<file path="src/hdl/tccw_pkg.sv">
`default_nettype none

package tccw_pkg;

   localparam int MAX_COLS   = 128;
   localparam int MAX_ROWS   = 32;
   localparam int CELL_COUNT = MAX_COLS * MAX_ROWS;
   localparam int CELL_W     = 16;
   localparam int CELL_AW    = $clog2(CELL_COUNT);
   localparam int LIN_W      = CELL_AW + 1;

   localparam logic [7:0] CHAR_NUL       = 8'h00;
   localparam logic [7:0] CHAR_BACKSPACE = 8'h08;
   localparam logic [7:0] CHAR_NEWLINE   = 8'h0A;
   localparam logic [7:0] CHAR_SPACE     = 8'h20;
   localparam logic [7:0] CHAR_TILDE     = 8'h7E;

   localparam logic [2:0] CSR_COLUMNS    = 3'd0;
   localparam logic [2:0] CSR_ROWS       = 3'd1;
   localparam logic [2:0] CSR_ORIGIN_COL = 3'd2;
   localparam logic [2:0] CSR_ORIGIN_ROW = 3'd3;
   localparam logic [2:0] CSR_DEFAULT_FG = 3'd4;
   localparam logic [2:0] CSR_DEFAULT_BG = 3'd5;

   typedef enum logic [2:0] {
      KIND_PUT_CURSOR   = 3'd0,
      KIND_PUT_CELL     = 3'd1,
      KIND_CLEAR_SCREEN = 3'd2,
      KIND_CLEAR_SPAN   = 3'd3,
      KIND_READ_CELL    = 3'd4
   } kind_type;

   typedef enum logic [4:0] {
      ST_IDLE,
      ST_DISPATCH,
      ST_PUT,
      ST_NEWLINE,
      ST_COPY_LD,
      ST_COPY_RD,
      ST_COPY_WR,
      ST_LASTROW,
      ST_SPAN_END,
      ST_FILL_LD,
      ST_FILL,
      ST_BS,
      ST_SCAN_LD,
      ST_SCAN_RD,
      ST_SCAN_CHK,
      ST_BS_ADDR,
      ST_BS_WR,
      ST_READ_LD,
      ST_READ_DATA,
      ST_DONE
   } state_type;

   // linear cell address request: a + b * columns
   typedef struct packed {
      logic [6:0] a;
      logic [5:0] b;
   } mac_req_type;

endpackage

`default_nettype wire

</file>
<file path="src/hdl/tccw_mac.sv">
`default_nettype none

module tccw_mac
   import tccw_pkg::*;
(
   input  wire logic              clock,
   input  wire mac_req_type       req,
   input  wire logic [7:0]        cols,
   output logic      [LIN_W-1:0]  res
);

   logic [LIN_W-1:0] res_ff;
   logic [LIN_W-1:0] res_in;

   assign res_in = LIN_W'(req.a) + LIN_W'(req.b) * LIN_W'(cols);

   always_ff @(posedge clock) begin
      res_ff <= res_in;
   end

   assign res = res_ff;

endmodule

`default_nettype wire

</file>
<file path="config.mk">
export PLATFORM = sky130hd
export DESIGN_NAME = tccw_mac
export DESIGN_NICKNAME = d
export VERILOG_FILES = /design/src/hdl/tccw_pkg.sv /design/src/hdl/tccw_mac.sv
export SDC_FILE = /design/constraint.sdc
export NUM_CORES = 1
export LEC_CHECK = 0
export BUFFER_PORTS_ARGS = -buffer_cell sky130_fd_sc_hd__buf_2
export CAP_MARGIN = 30
export CORE_UTILIZATION = 52
export DETAILED_ROUTE_END_ITERATION = 16
export PLACE_DENSITY = 0.78
export SYNTH_ARGS = -nofsm -noshare
export SYNTH_HDL_FRONTEND = slang
export SYNTH_SLANG_ARGS = --single-unit
</file>
<file path="constraint.sdc">
create_clock -name clock -period 4.4 [get_ports clock]
set_clock_uncertainty 0.05 [all_clocks]
set_input_delay 0.66 -clock clock [delete_from_list [all_inputs] [get_ports clock]]
set_output_delay 0.66 -clock clock [all_outputs]
set_load 0.02 [all_outputs]
</file>
# After elaboration in Yosys (flattened, before gate mapping)
# Cells that the tools add are included.
# word_totals
reg_bits	13
inputBits	22
out_inout_bits	13
elab_cells	3
# classes
n_addsub	1
multipliers	1
# ops
operator	count
adder 7 x 13 -> 13 bit	1
multiplier 6 x 8 -> 13 bit	1

# Logic depth before layout (Yosys ltp)
# logic_depth
word_depth	2
depth_mapped	15
mapped_depth_nobuf	15

# Least setup slack after synthesis
# OpenSTA, ideal clock, no wires.
# synth_path
path_kind	input to register
from	in cols[3]
to	reg res_ff[10], in the netlist res[10]
setup_time_ns	0.141
arrival_time_ns	4.139
required_time_ns	4.209
slack_ns	0.070
stages	15
n_path_buf	0
path_cell_list	and2_1 fa_1 inv_1 fa_1 inv_1 fa_1 inv_1 fa_1 inv_1 ha_1 and2_1 a41oi_1 a21boi_1 nor4b_1 a311oi_1
# synth_between
elab_chain_cells	2
# synth_rtl
element	line_no	source
from (decl)	tccw_mac.sv:8	input wire logic [7:0] cols,
multiplier 6 x 8 -> 13 bit	tccw_mac.sv:15	assign res_in = LIN_W'(req.a) + LIN_W'(req.b) * LIN_W'(cols);
adder 7 x 13 -> 13 bit	tccw_mac.sv:15	
via res_in[10]	tccw_mac.sv:13	logic [LIN_W-1:0] res_in;
to (signal assigned)	tccw_mac.sv:18	res_ff <= res_in;
to (decl)	tccw_mac.sv:12	logic [LIN_W-1:0] res_ff;
# The timed path passes the listed nets, and every way through them passes these cells.

# Final worst setup path
# layout_path
from	in cols[4]
to	reg res_ff[10], in the netlist res[10]
# The elaborated chain is that of the path after synthesis.

==> run metrics <==
outcome=completed; Total Die Area=0.00411 mm²; total number of H-tree levels=1; LEAKAGE=0.00130 µW; cell with the largest stage delay on the worst path=sky130_fd_sc_hd__fa_1; port bufs=34; #FFs+latches synth=13; crit end category=flop; sum of net half-perimeters after detailed placement=3410 µm; via count of the routed design=around 1600; first-pass GRT wire length=between 6000 and 7000 µm; peak fanout along the critical path=5; number of distinct library cells after synthesis=29; Final Cycle Share=between 90% and 100%; P&R area growth vs syn=22.1%; CTS clk-pin slew, worst paths=0.06 ns; core utilization of the finished layout=between 60% and 70%; initial antenna violation count=0; longest individual stage delay on the worst path=~0.58 ns; element type at the critical path start=input port; post-route cell area=roughly 0.0025 mm²; placed cell areas=between 0.002 and 0.0025 mm²; cell at the root of the clock tree=sky130_fd_sc_hd__clkbuf_8; required time reported for the critical path endpoint=4.49 ns; CTS tree=yes; EDFF count, synth=0; Synth Net Count=293; # Max-Cap Violations=0; Post-layout nets=between 300 and 400; total routing resource utilization after global routing=a little over a fifth; sequential share of the synthesized area=between 10% and 20%; total length of routed wires=3980 µm; hold-fix buffers at CTS=0; cell area power density=approximately 500 mW/mm²; number of setup violations in the final report=0; vias in the first global route=about 1600; sequence of cells on the critical path=buf_2 > buf_4 > and2_1 > fa_1 > fa_1 > fa_1 > inv_1 > fa_1 > inv_1 > ha_1 > inv_1 > a21o_1 > a21boi_2 > nor4b_2 > a311oi_1; CTS Buf Count=3; PnR worst setup slack=0.142 ns; Worst Hold Class=input port to flop; layout cells sized above 1=a little under a quarter; drt initial violations=50; number of detailed-route iterations in the first pass=4; Setup Crit Path Kind=input port to flop; height of the die=about 64 µm; Max transition margin=79.3%; final antenna diode count=0; Die X=64.1 µm; worst path arrival time=4.35 ns; actual slew at the worst max-slew pin=slightly above 0.3 ns; number of buffers and inverters on the critical path=5; global-route congestion overflow total=0; Worst path top cell family by delay=adder cells; number of nets still failing antenna checks after routing=0; crit path time final=~4.3 ns; async set-reset flop share out of synthesis=0%; post-detailed-route DRC marker count=0; Rows=22; postcts setup bufs=0; area of the mapped netlist=roughly 0.0020 mm²; post-DR vias/cell=between 5 and 6; fillers=324; Num Clock Sinks=13; most numerous cell on the critical path=sky130_fd_sc_hd__fa_1; number of flip-flops in the largest register=13; Max VDD drop=280 µV; main flop type after synthesis=sky130_fd_sc_hd__dfxtp_1; Core Area=~0.0037 mm²; total number of yosys warnings=0; final hold vios=0; maximum buffer depth of the clock tree=2; number of I/O pins=35; cell count after synthesis=between 200 and 250; effective utilization at floorplan=between 50 and 60%; synthesized area divided by synthesized cell count=approximately 9.5 µm²; achievable clock frequency=0.235 GHz; final number of max-transition violations=0; post-placement worst setup slack=-0.279 ns; largest net degree at the start of global routing=11; final weighted congestion in routability-driven placement=0.823; WL/cell=12.6 µm
cell usage after synthesis, types with 2 or more instances:
cell                        n  area share (%)
sky130_fd_sc_hd__a21o_1     5             1.9
sky130_fd_sc_hd__a21oi_1    6             1.5
sky130_fd_sc_hd__and2_1    43              13
sky130_fd_sc_hd__clkbuf_1   2            0.37
sky130_fd_sc_hd__dfxtp_1   13              13
sky130_fd_sc_hd__fa_1      28              28
sky130_fd_sc_hd__ha_1      31              19
sky130_fd_sc_hd__inv_1     30             5.6
sky130_fd_sc_hd__mux2i_1    2             1.0
sky130_fd_sc_hd__nand2_1   10             1.9
sky130_fd_sc_hd__nand3_1    6             1.5
sky130_fd_sc_hd__nand4_1    2            0.62
sky130_fd_sc_hd__nor2_1     7             1.3
sky130_fd_sc_hd__nor3_1     3            0.75
sky130_fd_sc_hd__xnor2_1    8             3.5
sky130_fd_sc_hd__xor2_1     3             1.3
stage by stage:
step,setup TNS [ns],std cells,hold slack [ns],total power [µW]
after floorplan,0,212,0.740,829
after global placement,-0.473,311,0.832,1060
after detailed placement,-0.865,311,0.846,1090
after CTS,0,315,0.594,1220
after global routing,-0.00393,315,0.595,1360
final,0,315,0.605,1230
layer usage:
layer	share of wire [%]	up-vias	routed length, µm	track usage [%]
met2	53	24	2110	40.6
li1	-	801	-	-
met4	0.96	0	38	4.17
met5	0	-	0	0
met3	2.2	4	87	3.39
met1	44	781	1740	26.2
logic make-up after synthesis:
group	Yosys count	synth area share (%)
AND/OR/NAND/NOR	73	20.2
XOR/XNOR	11	4.80
adder cells (fa/ha/maj)	59	47.2
buffers and inverters	32	5.98
multiplexers	2	0.997
AO/OA/AOI/OAI	22	7.85
flip-flops	13	13.0
final timing paths:
| check | startpoint | end | slack, ns | cells after the start |
|---|---|---|---|---|
| max | cols[4] | res[10] | 0.14 | 15 |
| min | req[6] | res[0] | 0.60 | 2 |
final cells by class:
type | count | area [µm²] | share of cell area (%)
Inverter | 30 | 113 | 4.59
Clock buffer | 4 | 45.0 | 1.84
Tap cell | 48 | 60.1 | 2.45
Sequential cell | 13 | 260 | 10.6
Multi-Input combinational cell | 167 | 1660 | 67.7
Timing Repair Buffer | 53 | 313 | 12.8
where the power goes:
part / internal (µW) / leakage [µW] / switching [µW] / total (µW)
logic: 432 / 0.00117 / 500 / 932
clock network: 63.9 / 0.0000228 / 43.5 / 107
registers: 180 / 0.000110 / 11.5 / 192
total: 676 / 0.00130 / 555 / 1230
layout by cell type (no fill, tap or decap), types with 8 or more instances in the layout:
| master | Yosys | final |
|---|---|---|
| sky130_fd_sc_hd__xnor2_1 | 8 | 8 |
| sky130_fd_sc_hd__buf_2 | 0 | 34 |
| sky130_fd_sc_hd__and2_1 | 43 | 43 |
| sky130_fd_sc_hd__buf_4 | 0 | 19 |
| sky130_fd_sc_hd__ha_1 | 31 | 30 |
| sky130_fd_sc_hd__inv_1 | 30 | 30 |
| sky130_fd_sc_hd__nand2_1 | 10 | 10 |
| sky130_fd_sc_hd__dfxtp_1 | 13 | 13 |
| sky130_fd_sc_hd__fa_1 | 28 | 28 |
repair_timing:
item                                    in CTS  in global routing
gates resized for setup                      1                  5
cloned                                       0                  0
pin swaps                                    0                  3
endpoints found under the setup margin       1                  5
Power figures use the tool's default switching activity.
